$ cat src/sv/tsg_pkg.sv
// Shared types, register indexes and mode codes for the trigger shot gate.
// Used by every module of the block; has no dependencies of its own.
`default_nettype none

package tsg_pkg;

    localparam int CFG_INDEX_W = 3;
    localparam int CFG_DATA_W  = 32;
    localparam int IN_TDATA_W  = 120;
    localparam int IN_TUSER_W  = 8;
    localparam int OUT_TDATA_W = 40;

    // Configuration register indexes.
    localparam logic [CFG_INDEX_W-1:0] CFG_MANUAL_INTERVAL = 3'd0;
    localparam logic [CFG_INDEX_W-1:0] CFG_AUTO_INTERVAL   = 3'd1;
    localparam logic [CFG_INDEX_W-1:0] CFG_JAM_THRESHOLD   = 3'd2;
    localparam logic [CFG_INDEX_W-1:0] CFG_HEAT_MARGIN     = 3'd3;
    localparam logic [CFG_INDEX_W-1:0] CFG_SHOT_STEP       = 3'd4;
    localparam logic [CFG_INDEX_W-1:0] CFG_EJECT_STEP      = 3'd5;

    // Aim selector, lock status and press codes.
    localparam logic [7:0] AIM_MANUAL  = 8'd0;
    localparam logic [7:0] AIM_AUTO    = 8'd1;
    localparam logic [7:0] LOCK_LOCKED = 8'd2;
    localparam logic [7:0] PRESS_UP    = 8'd0;
    localparam logic [7:0] PRESS_DOWN  = 8'd1;

    // Drive gain selector codes.
    localparam logic [1:0] MODE_IDLE  = 2'd0;
    localparam logic [1:0] MODE_EJECT = 2'd1;
    localparam logic [1:0] MODE_FIRE  = 2'd2;

    typedef struct packed {
        logic [31:0] manual_interval;
        logic [31:0] auto_interval;
        logic [30:0] jam_threshold;
        logic [15:0] heat_margin;
        logic [30:0] shot_step;
        logic [30:0] eject_step;
    } tsg_cfg_t;

    typedef struct packed {
        logic [31:0]        now_tick;
        logic signed [31:0] motor_angle;
        logic [7:0]         press_code;
        logic [7:0]         aim_select;
        logic [7:0]         autoaim_state;
        logic               eject_request;
        logic               fire_enable;
        logic [15:0]        heat_now;
        logic [15:0]        heat_limit;
    } tsg_item_t;

    typedef struct packed {
        logic [31:0] target;
        logic        started;
        logic [7:0]  press_now;
        logic [31:0] manual_ref;
        logic [31:0] auto_ref;
        logic        shot_pending;
        logic [1:0]  mode;
    } tsg_state_t;

    typedef struct packed {
        logic signed [31:0] target_angle;
        logic               jam_seen;
        logic               shot_fired;
        logic               ejected;
        logic [1:0]         drive_mode;
    } tsg_result_t;

endpackage

`default_nettype wire

$ cat src/sv/trigger_shot_gate.sv
// Top level of the trigger shot gate: input register, step logic, state and result register.
// Depends on tsg_pkg, tsg_cfg_regs and tsg_step_logic.
//
// Usage:
//   The s_axis channel carries one control tick per transfer; the m_axis channel
//   returns exactly one result per tick, in order. The cfg channel writes one
//   configuration register per transfer and is always ready; write it only while
//   no tick is in flight. Indexes beyond the register list are ignored.
//   Path: an accepted tick waits in the input register, moves into the result
//   register once that register is free or being drained, and transfers on m_axis
//   when the receiver is ready.
//   Throughput: one tick per cycle while m_axis_tready stays high. The step logic
//   sits between the input register and the result register and updates the gate
//   state in the same cycle, so the next tick sees it at once.
//   Stall: while m_axis_tready is low the result holds; one more tick is still
//   taken into the input register, after which s_axis_tready drops.
//   Reset: aresetn low for one edge clears the gate state, the pipeline and the
//   configuration back to its defaults. The first tick after reset seeds the
//   target angle and both reference times.
`default_nettype none

module trigger_shot_gate
    import tsg_pkg::*;
(
    input  wire logic                   aclk,
    input  wire logic                   aresetn,
    input  wire logic                   s_axis_tvalid,
    output logic                        s_axis_tready,
    // now_tick[31:0], motor_angle[63:32], press_code[71:64], autoaim_state[79:72],
    // eject_request[80], fire_enable[81], heat_now[97:82], heat_limit[113:98], zeros
    input  wire logic [IN_TDATA_W-1:0]  s_axis_tdata,
    // aim_select[7:0]
    input  wire logic [IN_TUSER_W-1:0]  s_axis_tuser,
    output logic                        m_axis_tvalid,
    input  wire logic                   m_axis_tready,
    // target_angle[31:0], jam_seen[32], shot_fired[33], ejected[34],
    // drive_mode[36:35], zeros
    output logic [OUT_TDATA_W-1:0]      m_axis_tdata,
    input  wire logic                   cfg_valid,
    output logic                        cfg_ready,
    input  wire logic [CFG_INDEX_W-1:0] cfg_index,
    input  wire logic [CFG_DATA_W-1:0]  cfg_data
);

    tsg_cfg_t    cfg;
    tsg_item_t   item_reg;
    tsg_item_t   item_next;
    logic        in_valid_reg;
    tsg_state_t  state_reg;
    tsg_state_t  state_next;
    tsg_result_t result_next;
    tsg_result_t result_reg;
    logic        out_valid_reg;
    logic        advance;

    assign cfg_ready = 1'b1;

    tsg_cfg_regs u_cfg (
        .aclk      (aclk),
        .aresetn   (aresetn),
        .cfg_valid (cfg_valid),
        .cfg_index (cfg_index),
        .cfg_data  (cfg_data),
        .cfg_out   (cfg)
    );

    tsg_step_logic u_step (
        .cfg       (cfg),
        .item      (item_reg),
        .state_cur (state_reg),
        .state_new (state_next),
        .result    (result_next)
    );

    always_comb begin
        item_next.now_tick      = s_axis_tdata[31:0];
        item_next.motor_angle   = $signed(s_axis_tdata[63:32]);
        item_next.press_code    = s_axis_tdata[71:64];
        item_next.aim_select    = s_axis_tuser[7:0];
        item_next.autoaim_state = s_axis_tdata[79:72];
        item_next.eject_request = s_axis_tdata[80];
        item_next.fire_enable   = s_axis_tdata[81];
        item_next.heat_now      = s_axis_tdata[97:82];
        item_next.heat_limit    = s_axis_tdata[113:98];
    end

    // The held tick moves on whenever the result register is free or being drained.
    assign advance       = in_valid_reg && (!out_valid_reg || m_axis_tready);
    assign s_axis_tready = !in_valid_reg || advance;

    always_ff @(posedge aclk) begin
        if (!aresetn) begin
            in_valid_reg  <= 1'b0;
            out_valid_reg <= 1'b0;
            state_reg     <= '0;
        end else begin
            if (s_axis_tvalid && s_axis_tready) begin
                in_valid_reg <= 1'b1;
            end else if (advance) begin
                in_valid_reg <= 1'b0;
            end
            if (advance) begin
                out_valid_reg <= 1'b1;
                state_reg     <= state_next;
            end else if (m_axis_tready) begin
                out_valid_reg <= 1'b0;
            end
        end
    end

    always_ff @(posedge aclk) begin
        if (s_axis_tvalid && s_axis_tready) begin
            item_reg <= item_next;
        end
        if (advance) begin
            result_reg <= result_next;
        end
    end

    assign m_axis_tvalid = out_valid_reg;
    assign m_axis_tdata  = {3'b000, result_reg.drive_mode, result_reg.ejected,
                            result_reg.shot_fired, result_reg.jam_seen,
                            result_reg.target_angle};

    a_fire_xor_eject: assert property (@(posedge aclk) disable iff (!aresetn)
        m_axis_tvalid |-> !(m_axis_tdata[33] && m_axis_tdata[34]))
        else $error("shot and ejection reported for the same tick");

    a_fire_mode: assert property (@(posedge aclk) disable iff (!aresetn)
        (m_axis_tvalid && m_axis_tdata[33]) |-> (m_axis_tdata[36:35] == MODE_FIRE))
        else $error("shot reported without firing drive mode");

    a_eject_mode: assert property (@(posedge aclk) disable iff (!aresetn)
        (m_axis_tvalid && m_axis_tdata[34]) |->
            (m_axis_tdata[36:35] == MODE_EJECT) && !m_axis_tdata[32])
        else $error("ejection reported with wrong mode or during a jam");

    a_state_moves_with_result: assert property (@(posedge aclk) disable iff (!aresetn)
        !advance |=> $stable(state_reg))
        else $error("gate state changed without a tick moving to the result register");

endmodule

`default_nettype wire

$ cat src/sv/tsg_cfg_regs.sv
// Configuration register file of the trigger shot gate.
// Depends on tsg_pkg for the register indexes and the register struct.
`default_nettype none

module tsg_cfg_regs
    import tsg_pkg::*;
(
    input  wire logic                   aclk,
    input  wire logic                   aresetn,
    input  wire logic                   cfg_valid,
    input  wire logic [CFG_INDEX_W-1:0] cfg_index,
    input  wire logic [CFG_DATA_W-1:0]  cfg_data,
    output tsg_cfg_t                    cfg_out
);

    tsg_cfg_t cfg_reg;

    always_ff @(posedge aclk) begin
        if (!aresetn) begin
            cfg_reg.manual_interval <= 32'd500;
            cfg_reg.auto_interval   <= 32'd800;
            cfg_reg.jam_threshold   <= 31'd2000;
            cfg_reg.heat_margin     <= 16'd100;
            cfg_reg.shot_step       <= 31'd1140;
            cfg_reg.eject_step      <= 31'd38;
        end else if (cfg_valid) begin
            unique case (cfg_index)
                CFG_MANUAL_INTERVAL: cfg_reg.manual_interval <= cfg_data;
                CFG_AUTO_INTERVAL:   cfg_reg.auto_interval   <= cfg_data;
                CFG_JAM_THRESHOLD:   cfg_reg.jam_threshold   <= cfg_data[30:0];
                CFG_HEAT_MARGIN:     cfg_reg.heat_margin     <= cfg_data[15:0];
                CFG_SHOT_STEP:       cfg_reg.shot_step       <= cfg_data[30:0];
                CFG_EJECT_STEP:      cfg_reg.eject_step      <= cfg_data[30:0];
                default: ;
            endcase
        end
    end

    assign cfg_out = cfg_reg;

endmodule

`default_nettype wire

$ cat src/sv/tsg_step_logic.sv
// Combinational step of the trigger shot gate: next state and result for one tick.
// Depends on tsg_pkg for the item, state, configuration and result structs.
`default_nettype none

module tsg_step_logic
    import tsg_pkg::*;
(
    input  wire tsg_cfg_t   cfg,
    input  wire tsg_item_t  item,
    input  wire tsg_state_t state_cur,
    output tsg_state_t      state_new,
    output tsg_result_t     result
);

    logic [31:0]        angle_u;
    logic [31:0]        tgt_start;
    logic [31:0]        tgt_jam;
    logic [31:0]        lag;
    logic [31:0]        mref_start;
    logic [31:0]        aref_start;
    logic [31:0]        manual_elapsed;
    logic [31:0]        auto_elapsed;
    logic signed [17:0] heat_bound;
    logic               jam;
    logic               heat_ok;
    logic               press_edge;
    logic               manual_time_ok;
    logic               auto_time_ok;
    logic               fired;
    logic               did_eject;

    always_comb begin
        angle_u    = item.motor_angle;
        // The first tick seeds the target and both reference times.
        tgt_start  = state_cur.started ? state_cur.target     : angle_u;
        mref_start = state_cur.started ? state_cur.manual_ref : item.now_tick;
        aref_start = state_cur.started ? state_cur.auto_ref   : item.now_tick;

        lag     = tgt_start - angle_u;
        jam     = $signed({lag[31], lag}) > $signed({2'b00, cfg.jam_threshold});
        tgt_jam = jam ? angle_u : tgt_start;

        heat_bound = $signed({2'b00, item.heat_limit}) - $signed({2'b00, cfg.heat_margin});
        heat_ok    = $signed({2'b00, item.heat_now}) < heat_bound;
        press_edge = (state_cur.press_now == PRESS_UP) && (item.press_code == PRESS_DOWN);

        manual_elapsed = item.now_tick - mref_start;
        auto_elapsed   = item.now_tick - aref_start;
        manual_time_ok = manual_elapsed > cfg.manual_interval;
        auto_time_ok   = auto_elapsed > cfg.auto_interval;

        state_new              = state_cur;
        state_new.started      = 1'b1;
        state_new.press_now    = item.press_code;
        state_new.manual_ref   = mref_start;
        state_new.auto_ref     = aref_start;
        state_new.target       = tgt_jam;
        fired                  = 1'b0;
        did_eject              = 1'b0;

        unique case (item.aim_select)
            AIM_MANUAL: begin
                // A pending shot is retired once its interval has run out.
                if (manual_time_ok && state_cur.shot_pending) begin
                    state_new.manual_ref   = item.now_tick;
                    state_new.shot_pending = 1'b0;
                end
                if (press_edge && !jam && !item.eject_request && heat_ok
                        && manual_time_ok && item.fire_enable) begin
                    state_new.target       = tgt_jam + {1'b0, cfg.shot_step};
                    state_new.mode         = MODE_FIRE;
                    state_new.shot_pending = 1'b1;
                    fired                  = 1'b1;
                end else if (press_edge && !jam && item.eject_request) begin
                    state_new.target = tgt_jam - {1'b0, cfg.eject_step};
                    state_new.mode   = MODE_EJECT;
                    did_eject        = 1'b1;
                end
            end
            AIM_AUTO: begin
                if (item.autoaim_state == LOCK_LOCKED) begin
                    state_new.mode = MODE_FIRE;
                    if (auto_time_ok && state_cur.shot_pending) begin
                        state_new.auto_ref     = item.now_tick;
                        state_new.shot_pending = 1'b0;
                    end
                    if (auto_time_ok && !jam && (item.press_code == PRESS_DOWN)
                            && item.fire_enable) begin
                        state_new.target       = tgt_jam + {1'b0, cfg.shot_step};
                        state_new.shot_pending = 1'b1;
                        fired                  = 1'b1;
                    end
                end
            end
            default: ;
        endcase

        result.target_angle = state_new.target;
        result.jam_seen     = jam;
        result.shot_fired   = fired;
        result.ejected      = did_eject;
        result.drive_mode   = state_new.mode;
    end

endmodule

`default_nettype wire
$ cat config.mk
export PLATFORM = sky130hd
export DESIGN_NAME = trigger_shot_gate
export DESIGN_NICKNAME = d
export VERILOG_FILES = /design/src/sv/tsg_pkg.sv /design/src/sv/trigger_shot_gate.sv /design/src/sv/tsg_cfg_regs.sv /design/src/sv/tsg_step_logic.sv
export SDC_FILE = /design/constraint.sdc
export NUM_CORES = 1
export LEC_CHECK = 0
export BUFFER_PORTS_ARGS = -buffer_cell sky130_fd_sc_hd__buf_4
export CAP_MARGIN = 10
export CORE_MARGIN = 3
export CORE_UTILIZATION = 55
export CTS_CLUSTER_DIAMETER = 100
export DETAILED_ROUTE_END_ITERATION = 8
export GPL_TIMING_DRIVEN = 0
export PLACE_DENSITY = 0.74
export SLEW_MARGIN = 20
export SYNTH_ARGS = -nofsm -noshare
export SYNTH_HDL_FRONTEND = slang
export SYNTH_SLANG_ARGS = --single-unit
$ cat constraint.sdc
create_clock -name aclk -period 10.17 [get_ports aclk]
set_input_delay 1.5255 -clock aclk [delete_from_list [all_inputs] [get_ports aclk]]
set_output_delay 1.5255 -clock aclk [all_outputs]
set_load 0.005 [all_outputs]
==> summary by stage, run 1 <==
Status
The flow ran to the end, and the final reports show no timing, DRC or antenna violations.

Finish
The utilization after layout is 64.78%. The share of layout cells above drive strength 1 is around 10%. The multi-input logic area is around 16000 µm². In the final layout, flip-flops and latches occupy between 10000 and 15000 µm². Compared with the post-synthesis result, the final layout area differs by 14.99%. The net count of the finished layout is ~3.9k.

The register with the most flip-flops in the layout has around 170 of them. The number of fill cells in the layout is approximately 4.2k.

Pwr
For this design the static power due to leakage is about 13 nW. The power per cell area is between 150 and 200 nW/µm². Of the total power, the share spent switching nets is about a third. The clock network is responsible for about a third of the overall power. In this run, flip-flops and latches consume 35.4% of the power.

The switching power is around 1.9 mW. The internal portion of the total power is about 3.7 mW. The worst voltage drop across the vdd grid is between 0.00015 and 0.0002 V.

Per report_power, the combinational group accounts for between 30% and 40% of the total.

Floorplanning
From bottom edge to top edge, the die measures between 200 and 250 µm. The area enclosed by the die boundary is between 50000 and 60000 µm². Once the floorplan was initialized, standard cells occupied approximately 56% of the core. Measured along the x axis, the die boundary spans between 200 and 250 µm.

The top-level port count is about 210. The number of standard-cell rows in the floorplan is ~80. The region available for standard cell placement spans around 50000 µm².

Synthesis
Summing the areas of all xor and xnor instances in the mapped netlist gives under 10% of the synthesized area. The post-synthesis cell area is 27860 µm². Of the total synthesized cell area, the portion taken by AND, OR, NAND and NOR gates is 16.13%. The leading register cell type out of synthesis is sky130_fd_sc_hd__dfxtp_1.

For this run, the number of Yosys warnings is 0. The share of the Yosys chip area taken by registers is between 30% and 40%. Of the total synthesized cell area, the portion taken by full adders, half adders and majority gates is a little over an eighth. The count of mapped cells out of synthesis is ~3.2k. The top cell type by total area after synthesis is sky130_fd_sc_hd__dfxtp_1. By area, the combinational part of the netlist is dominated by compound AO/OA/AOI/OAI gates. Of the post-synthesis cell area, the part taken by muxes is under 10%. For this run, asynchronously set or reset flops after synthesis account for 0%.

The most numerous cell in the Yosys netlist is sky130_fd_sc_hd__nand2_1. The number of synthesized flops with an enable pin is approximately 160. Ranked by instance count, the synthesized netlist is headed by 504 x sky130_fd_sc_hd__nand2_1, 395 x sky130_fd_sc_hd__a21oi_1, 289 x sky130_fd_sc_hd__ha_1. The number of different library cells used by synthesis comes to between 80 and 90. The mean instance size in the synthesized netlist is 8.685 µm².

In the post-synthesis netlist, the biggest area contributors are sky130_fd_sc_hd__dfxtp_1 20%, sky130_fd_sc_hd__edfxtp_1 17%, sky130_fd_sc_hd__ha_1 13%. In this run, synthesis produced a sequential element count of 442. Summing the areas of all compound-gate instances in the mapped netlist gives around 20% of the synthesized area. The top cell type by area accounts for around a fifth of the synthesized area.

Clock network
The deepest clock path buffer count is 3. The cell chosen for the clock root is sky130_fd_sc_hd__clkbuf_16. For the worst-skew pair, the clock arrives at the later sink with an insertion delay of 0.61 ns.

Clock-pin slew was measured on the worst setup and hold paths at approximately 0.060 ns. The maximum level of the CTS H-tree is 2. The number of sinks handled by clock tree synthesis is 442.

The TritonCTS clock tree is yes. The number of buffers inserted by hold repair at cts is 0. The number of buffers inserted during clock tree synthesis is 48.

Global route
The total overflow reported by the global router is 0. The via count of the first global-routing pass is 23.82k. The global-route wire length before repair is between 100 and 150 mm. Entering global routing, the biggest net connects 58 pins.

The initial antenna violation count came to 3. The global-route usage over all layers is between 30% and 40%.

Worst setup path
The worst setup path is captured at a flop. In this run the worst path has a maximum fanout of 10. The standard cell with the maximum stage delay on the critical path is sky130_fd_sc_hd__buf_1. STA puts the critical path data arrival time at about 10 ns.

The worst setup path is launched from a flop. The largest single stage delay on the critical path is around 0.82 ns. The worst setup slack for register-to-register paths is approximately 0.43 ns. The type of the setup path with the least slack is flop to flop. The required time of the worst setup path is 10.64 ns. The most repeated library cell on the critical path is sky130_fd_sc_hd__a21oi_1.

Timing
In the post-route analysis, the smallest setup slack over all paths is 0.4281 ns. For the pin with the worst max-slew slack, the measured transition is 1.087 ns. The number of hold violations in the final report was 0. Setup repair after global routing left no endpoint under its margin.

Based on the critical path, the design can be clocked at up to between 100 and 150 MHz. The count of final max-slew check failures is 0. In this run the tightest slew margin relative to its limit is roughly 28%. Between clock sinks in the finished design, the worst skew comes to between 0.02 and 0.025 ns. Counting I/O delays and the setup requirement, the final critical path takes ~10 ns. Setup violations remaining at the end of the flow were counted as 0. In the finished design, the share of the clock period the worst path needs comes to between 90% and 100%.

Detailed routing
After the first detailed-routing iteration, the DRC count stood at between 1.5k and 2k. Once detail routing completed, the nets flagged for antenna violations numbered 0. The routed length per instance is between 20 and 25 µm. The detailed router placed around 24k vias in this run. The first detailed-routing pass ran for 7 iterations. The via count normalized by instance count is 5.838. The routed design has about 84 mm of wire. After detailed routing, the number of remaining DRC violations is 0.

Placed design
Timing analysis after detailed placement gives a worst setup slack of -0.5467 ns. The number of buffers added on ports is 200. Routability-driven placement finished with a final weighted congestion of ~0.96. The HPWL after detailed placement is around 67 mm.

Job
The number of max-cap violations is 0.

Hold path
The worst hold-check path type is flop to flop.
==> repair_timing <==
item,in CTS,in global routing
resized for setup,6,16
setup buffers,1,1
pin swaps,1,3
endpoints found under the setup margin,60,95
==> cell type report <==
type | instances | area share, %
buffer | 114 | 1.574
clock buffer | 67 | 4.265
timing repair buffer | 205 | 4.968
tap | 664 | 2.593
sequential | 442 | 32.59
multi-input combinational | 2427 | 50.49
clock inverter | 23 | 0.8436
antenna | 3 | 0.02343
inverter | 227 | 2.660
==> stage by stage <==
step / hold slack (ns) / setup TNS (ns) / cells / total power [mW] / cell area [µm²]
2_1_floorplan: 0.4360 / 0 / 3210 / 3.231 / 27870
3_3_place_gp: 0.4421 / -10.70 / 4074 / 3.701 / 30200
3_5_place_dp: 0.4465 / -9.684 / 4077 / 3.752 / 30290
4_1_cts: 0.4551 / 0 / 4168 / 5.575 / 31950
5_1_grt: 0.4694 / 0 / 4172 / 5.870 / 32040
6_report: 0.4537 / 0 / 4172 / 5.592 / 32040
==> power by group through the flow <==
stage | combinational, mW | clock, mW | sequential (mW)
floorplan | 1.23 | 0 | 2.00
global placement | 1.68 | 0 | 2.02
CTS | 1.76 | 1.84 | 1.98
global route | 1.97 | 1.91 | 1.99
detailed placement | 1.74 | 0 | 2.01
finish | 1.80 | 1.81 | 1.98
==> worst max-delay path: cells and delay by family, from the launching register on <==
kind | cells | cell delay (ns)
AO/OA/AOI/OAI | 14 | 4.14
buffers and inverters | 6 | 2.74
AND/OR/NAND/NOR | 5 | 1.06
adder cells (fa/ha/maj) | 2 | 0.73
flip-flops | 1 | 0.46
multiplexers | 1 | 0.26
XOR/XNOR | 1 | 0.15
==> cell usage in the layout (no fill, tap or decap), types with 12 or more instances in the layout <==
cell type                   Yosys  final
sky130_fd_sc_hd__o211ai_1      47     47
sky130_fd_sc_hd__a31oi_1       12     12
sky130_fd_sc_hd__nor2b_1       73     72
sky130_fd_sc_hd__edfxtp_1     159    159
sky130_fd_sc_hd__xnor2_1       88     88
sky130_fd_sc_hd__a211oi_1      21     21
sky130_fd_sc_hd__nor2_1       167    167
sky130_fd_sc_hd__nand2b_1      58     58
sky130_fd_sc_hd__buf_2         14     14
sky130_fd_sc_hd__and3_1        17     17
sky130_fd_sc_hd__buf_4          7    209
sky130_fd_sc_hd__nand4_1       26     26
sky130_fd_sc_hd__mux2_2        15     15
sky130_fd_sc_hd__inv_1        223    223
sky130_fd_sc_hd__mux2i_1       68     68
sky130_fd_sc_hd__a21oi_1      395    393
sky130_fd_sc_hd__dfxtp_1      283    283
sky130_fd_sc_hd__a21o_1        73     73
sky130_fd_sc_hd__o211a_1       16     16
sky130_fd_sc_hd__a221o_1       19     19
sky130_fd_sc_hd__nand2_1      504    504
sky130_fd_sc_hd__clkbuf_16      0     51
sky130_fd_sc_hd__ha_1         289    289
sky130_fd_sc_hd__clkbuf_1      89     97
sky130_fd_sc_hd__nor3_1        33     32
sky130_fd_sc_hd__o21a_1        28     28
sky130_fd_sc_hd__o21bai_1      22     21
sky130_fd_sc_hd__o21ai_0      135    133
sky130_fd_sc_hd__nand3_1       66     66
sky130_fd_sc_hd__xor2_1        61     61
==> cell families after synthesis <==
kind of cell,Yosys count
xor+xnor,149
flops,442
simple gates,995
fa+ha+maj,295
other cells,2
buf+inv,341
compound gates,890
mux,94
==> path summary, 6_finish.rpt <==
check                                          to  depth (start not counted)               from
worst max-delay path                state_reg[65]                         29      state_reg[75]
worst min-delay path            u_cfg.cfg_out[20]                          2  u_cfg.cfg_out[20]
worst max register to register      state_reg[65]                         29      state_reg[75]
worst min register to register  u_cfg.cfg_out[20]                          2  u_cfg.cfg_out[20]
==> metal layers <==
layer | wire length [µm] | up-vias | share of wire, % | global-route usage (%)
met5 | 0 | - | 0 | 0
met4 | 3850 | 0 | 4.6 | 12.38
met3 | 4673 | 194 | 5.6 | 3.909
met2 | 39410 | 802 | 47 | 52.60
met1 | 35860 | 11500 | 43 | 39.92
li1 | - | 11860 | - | -
Power figures use the tool's default switching activity.
==> inputs of run 2 (changes only) <==
- clock period: 10.17 -> 9 ns (I/O delays scaled with it)
==> run 2 against run 1 <==
Register-to-register slack worse by 0.22 ns. Worst setup slack worse by 0.22 ns. Sequential share of layout area is 0.41 points lower. Combinational power is 17% higher. Flip-flop and latch count stayed put. First-iteration DRC count is 7.7% higher. Largest cell class unchanged.
==> summary by stage, run 2 (same netlist as run 1, synthesis figures left out) <==
Worst setup path
The required time of the worst setup path is about 9.5 ns. The kind of end point of the critical path is a flop. The critical path in this run is classified as flop to flop.

On the worst path, the slowest cell contributes a delay of between 0.4 and 0.5 ns. Along the worst path, the maximum fanout reaches 10. The type of element launching the critical path is a flop. The worst setup slack for register-to-register paths is slightly above 0.2 ns. At the worst endpoint, the arrival time is just over 9 ns. In this run the critical register-to-register path is launched from state_reg[75]. The standard cell with the maximum stage delay on the critical path is sky130_fd_sc_hd__nor4_4. The critical path contains buffers and inverters numbering 6 combined. The end of the worst register-to-register path is state_reg[99]. The cell family contributing the most delay on the critical path is compound AO/OA/AOI/OAI gates.

In this run the number of cells on the critical path is 41. The worst-case reg-to-reg path depth is 41.

Pwr
Net switching is about 34% of the power. The sequential fraction of design power is about a third. Dividing total power by cell area gives a power density of 197.2 nW/µm². The worst-case IR drop observed on VDD is about 0.00017 V.

The static power due to leakage is 13.50 nW. Summed over all nets, the switching power comes to ~2.2 mW. Per report_power, the clock group accounts for between 30% and 40% of the total.

Internal power comes to ~4.2 mW. Combinational logic is responsible for approximately a third of the overall power.

Timing
The aggregate negative setup slack is 0 ns. Final hold analysis gives a worst-case slack of ~0.45 ns. Counting I/O delays and the setup requirement, the final critical path takes around 8.8 ns. Across the routed clock network, the largest skew measured is ~0.024 ns. The number of hold violations in the final report is 0.

The worst pin sits at a relative slew slack of approximately a third. Of the available clock period, the critical path in the final layout requires 97.72%. The actual slew at the worst max-slew pin is approximately 1.0 ns. Based on the critical path, the design can be clocked at up to roughly 110 MHz.

The count of final max-slew check failures is 0. The count of final setup violators is 0.

Finish
The top cell types in the final layout, fill and taps aside, are 503 x sky130_fd_sc_hd__nand2_1, 386 x sky130_fd_sc_hd__a21oi_1, 282 x sky130_fd_sc_hd__ha_1, 282 x sky130_fd_sc_hd__dfxtp_1, 226 x sky130_fd_sc_hd__buf_4. The net count of the finished layout is roughly 3.9k. Leaving out fill and tap cells, the most frequent cell in the layout is sky130_fd_sc_hd__nand2_1. The share of layout cells above drive strength 1 is around an eighth. The utilization after layout is 65.63%. The register with the most flip-flops in the layout has roughly 170 of them. The number of standard cells in the final layout excluding fillers is 4189. The synthesis-to-layout area growth is 16.51%.

Global route
In the global route stage, met3 resource usage came out at around 4.3%. The global-route wire length before repair is around 130 mm. Across every metal layer, demand over resource in global routing totals 30.90%.

The global routing usage on met2 is 52.44%. Entering global routing, the biggest net connects 58 pins. The via count of the first global-routing pass is around 24k. Global routing finished with a remaining overflow of 0. met2 is the most crowded layer. For this run, global-route usage on met1 was measured as about two fifths. The initial antenna violation count is 4.

Placed design
The weighted congestion reported at the end of routability-driven placement is between 0.9 and 1. Once detailed placement completed, the half-perimeter wirelength came to around 67 mm. The number of buffers added on ports is 200. The number of instances in the placed design is 4077.

Detailed routing
Dividing the detail-routed via count by the number of cells gives approximately 5.9. After detailed routing, the number of remaining DRC violations is 0. Wires add up to ~84 mm. For this block, the initial DRC count from the detailed router was 1968.

After detailed routing, the average wire length per cell comes to approximately 20 µm. The pre-antenna-repair detailed-routing pass consisted of 6 iterations. Across all layers, the routed design uses 24.51k vias. The count of nets left with antenna violations once routing finished came out at 0.

Floorplanning
The floorplan step defined a die boundary enclosing between 50000 and 60000 µm². The total area inside the core boundary comes to between 40000 and 50000 µm². The die width is roughly 230 µm. The top-level port count is roughly 210.

The starting density of the core is a little under three fifths. The number of standard-cell rows in the floorplan is just over 80. The die boundary height is 231.1 µm.

Clock network
In this run the number of H-tree levels came out at 2. TritonCTS built the clock tree. The deepest clock path buffer count is 3.

The clock latency reported for the late side of the worst-skew pair is 0.62 ns. Clock-pin slew was measured on the worst setup and hold paths at roughly 0.060 ns. The number of buffers inserted during clock tree synthesis is 48. Clock tree synthesis found a total of between 400 and 500 sinks. The tree is rooted in a sky130_fd_sc_hd__clkbuf_16.

Status
The flow ran to the end, and the final reports show no timing, DRC or antenna violations.

Hold path
For hold timing, the worst endpoint is u_cfg.cfg_out[20]. The worst hold-check path type is flop to flop. The launch instance of the worst min-delay path is u_cfg.cfg_out[20]. Along the worst hold path, the cell count comes to 2.

Job
The tool flagged a number of max-cap violations equal to 0.
run 2: cell count changes in the layout (fill, tap and decap cells not counted), moves of 4 or more:
cell	previous run	this run
sky130_fd_sc_hd__clkbuf_2	2	9
sky130_fd_sc_hd__ha_4	0	6
sky130_fd_sc_hd__a21oi_1	393	386
sky130_fd_sc_hd__a211oi_2	2	6
sky130_fd_sc_hd__a21oi_2	6	11
sky130_fd_sc_hd__mux2_1	11	7
sky130_fd_sc_hd__a211oi_1	21	17
sky130_fd_sc_hd__ha_1	289	282
sky130_fd_sc_hd__clkbuf_1	97	91
sky130_fd_sc_hd__o21ai_0	133	129
sky130_fd_sc_hd__buf_4	209	226
run 2: worst max path at each step:
| stage | start | to | slack [ns] |
|---|---|---|---|
| 2_1_floorplan | state_reg[75] | state_reg[101] | 0.72 |
| 3_3_place_gp | state_reg[75] | state_reg[101] | -1.89 |
| 3_5_place_dp | state_reg[75] | m_axis_tdata[30] | -1.72 |
| 4_1_cts | state_reg[75] | m_axis_tdata[24] | 0.003 |
| 5_1_grt | state_reg[75] | m_axis_tdata[29] | -0.11 |
| 6_report | state_reg[75] | state_reg[99] | 0.20 |
run 2: routing by layer:
| layer | part of all wire, % | routed length (µm) |
|---|---|---|
| met2 | 47 | 39920 |
| met3 | 5.6 | 4751 |
| met4 | 4.7 | 3988 |
| met1 | 42 | 35800 |
| met5 | 0.015 | 13 |
run 2: power groups by stage:
stage	Combinational, mW	Sequential [mW]	Clock (mW)
2_1_floorplan	1.39	2.26	0
3_3_place_gp	1.90	2.28	0
3_5_place_dp	1.96	2.28	0
4_1_cts	2.02	2.24	2.08
5_1_grt	2.30	2.25	2.16
6_report	2.11	2.24	2.05
run 2: repair_timing:
action,CTS,global route
resized for setup,44,51
pin swaps,11,25
hold buffers,0,0
setup endpoints to repair,134,104
buffers inserted,6,13
run 2: metrics by stage:
stage	total power, mW	setup WS (ns)	area, µm²
CTS	6.333	0.003016	32160
finish	6.402	0.2048	32460
global route	6.709	-0.1100	32460
floorplan	3.651	0.7232	27870
global placement	4.182	-1.893	30200
detailed placement	4.240	-1.717	30290
run 2: cell type report:
| type | instances | area [µm²] |
|---|---|---|
| antenna | 3 | 7.507 |
| buffer | 114 | 524.3 |
| clock buffer | 67 | 1366 |
| clock inverter | 23 | 270.3 |
| fill | 4138 | 17000 |
| inverter | 227 | 852.1 |
| multi-input combinational | 2427 | 16450 |
| sequential | 442 | 10440 |
| tap | 664 | 830.8 |
| timing repair buffer | 222 | 1719 |
run 2: worst register-to-register path, delay by kind of cell, from the launching register on:
kind / cells / cell delay, ns
fa+ha+maj: 4 / 1.22
mux: 2 / 0.60
compound gates: 19 / 3.61
simple gates: 8 / 1.72
flops: 1 / 0.38
buf+inv: 6 / 0.91
xor+xnor: 2 / 0.25
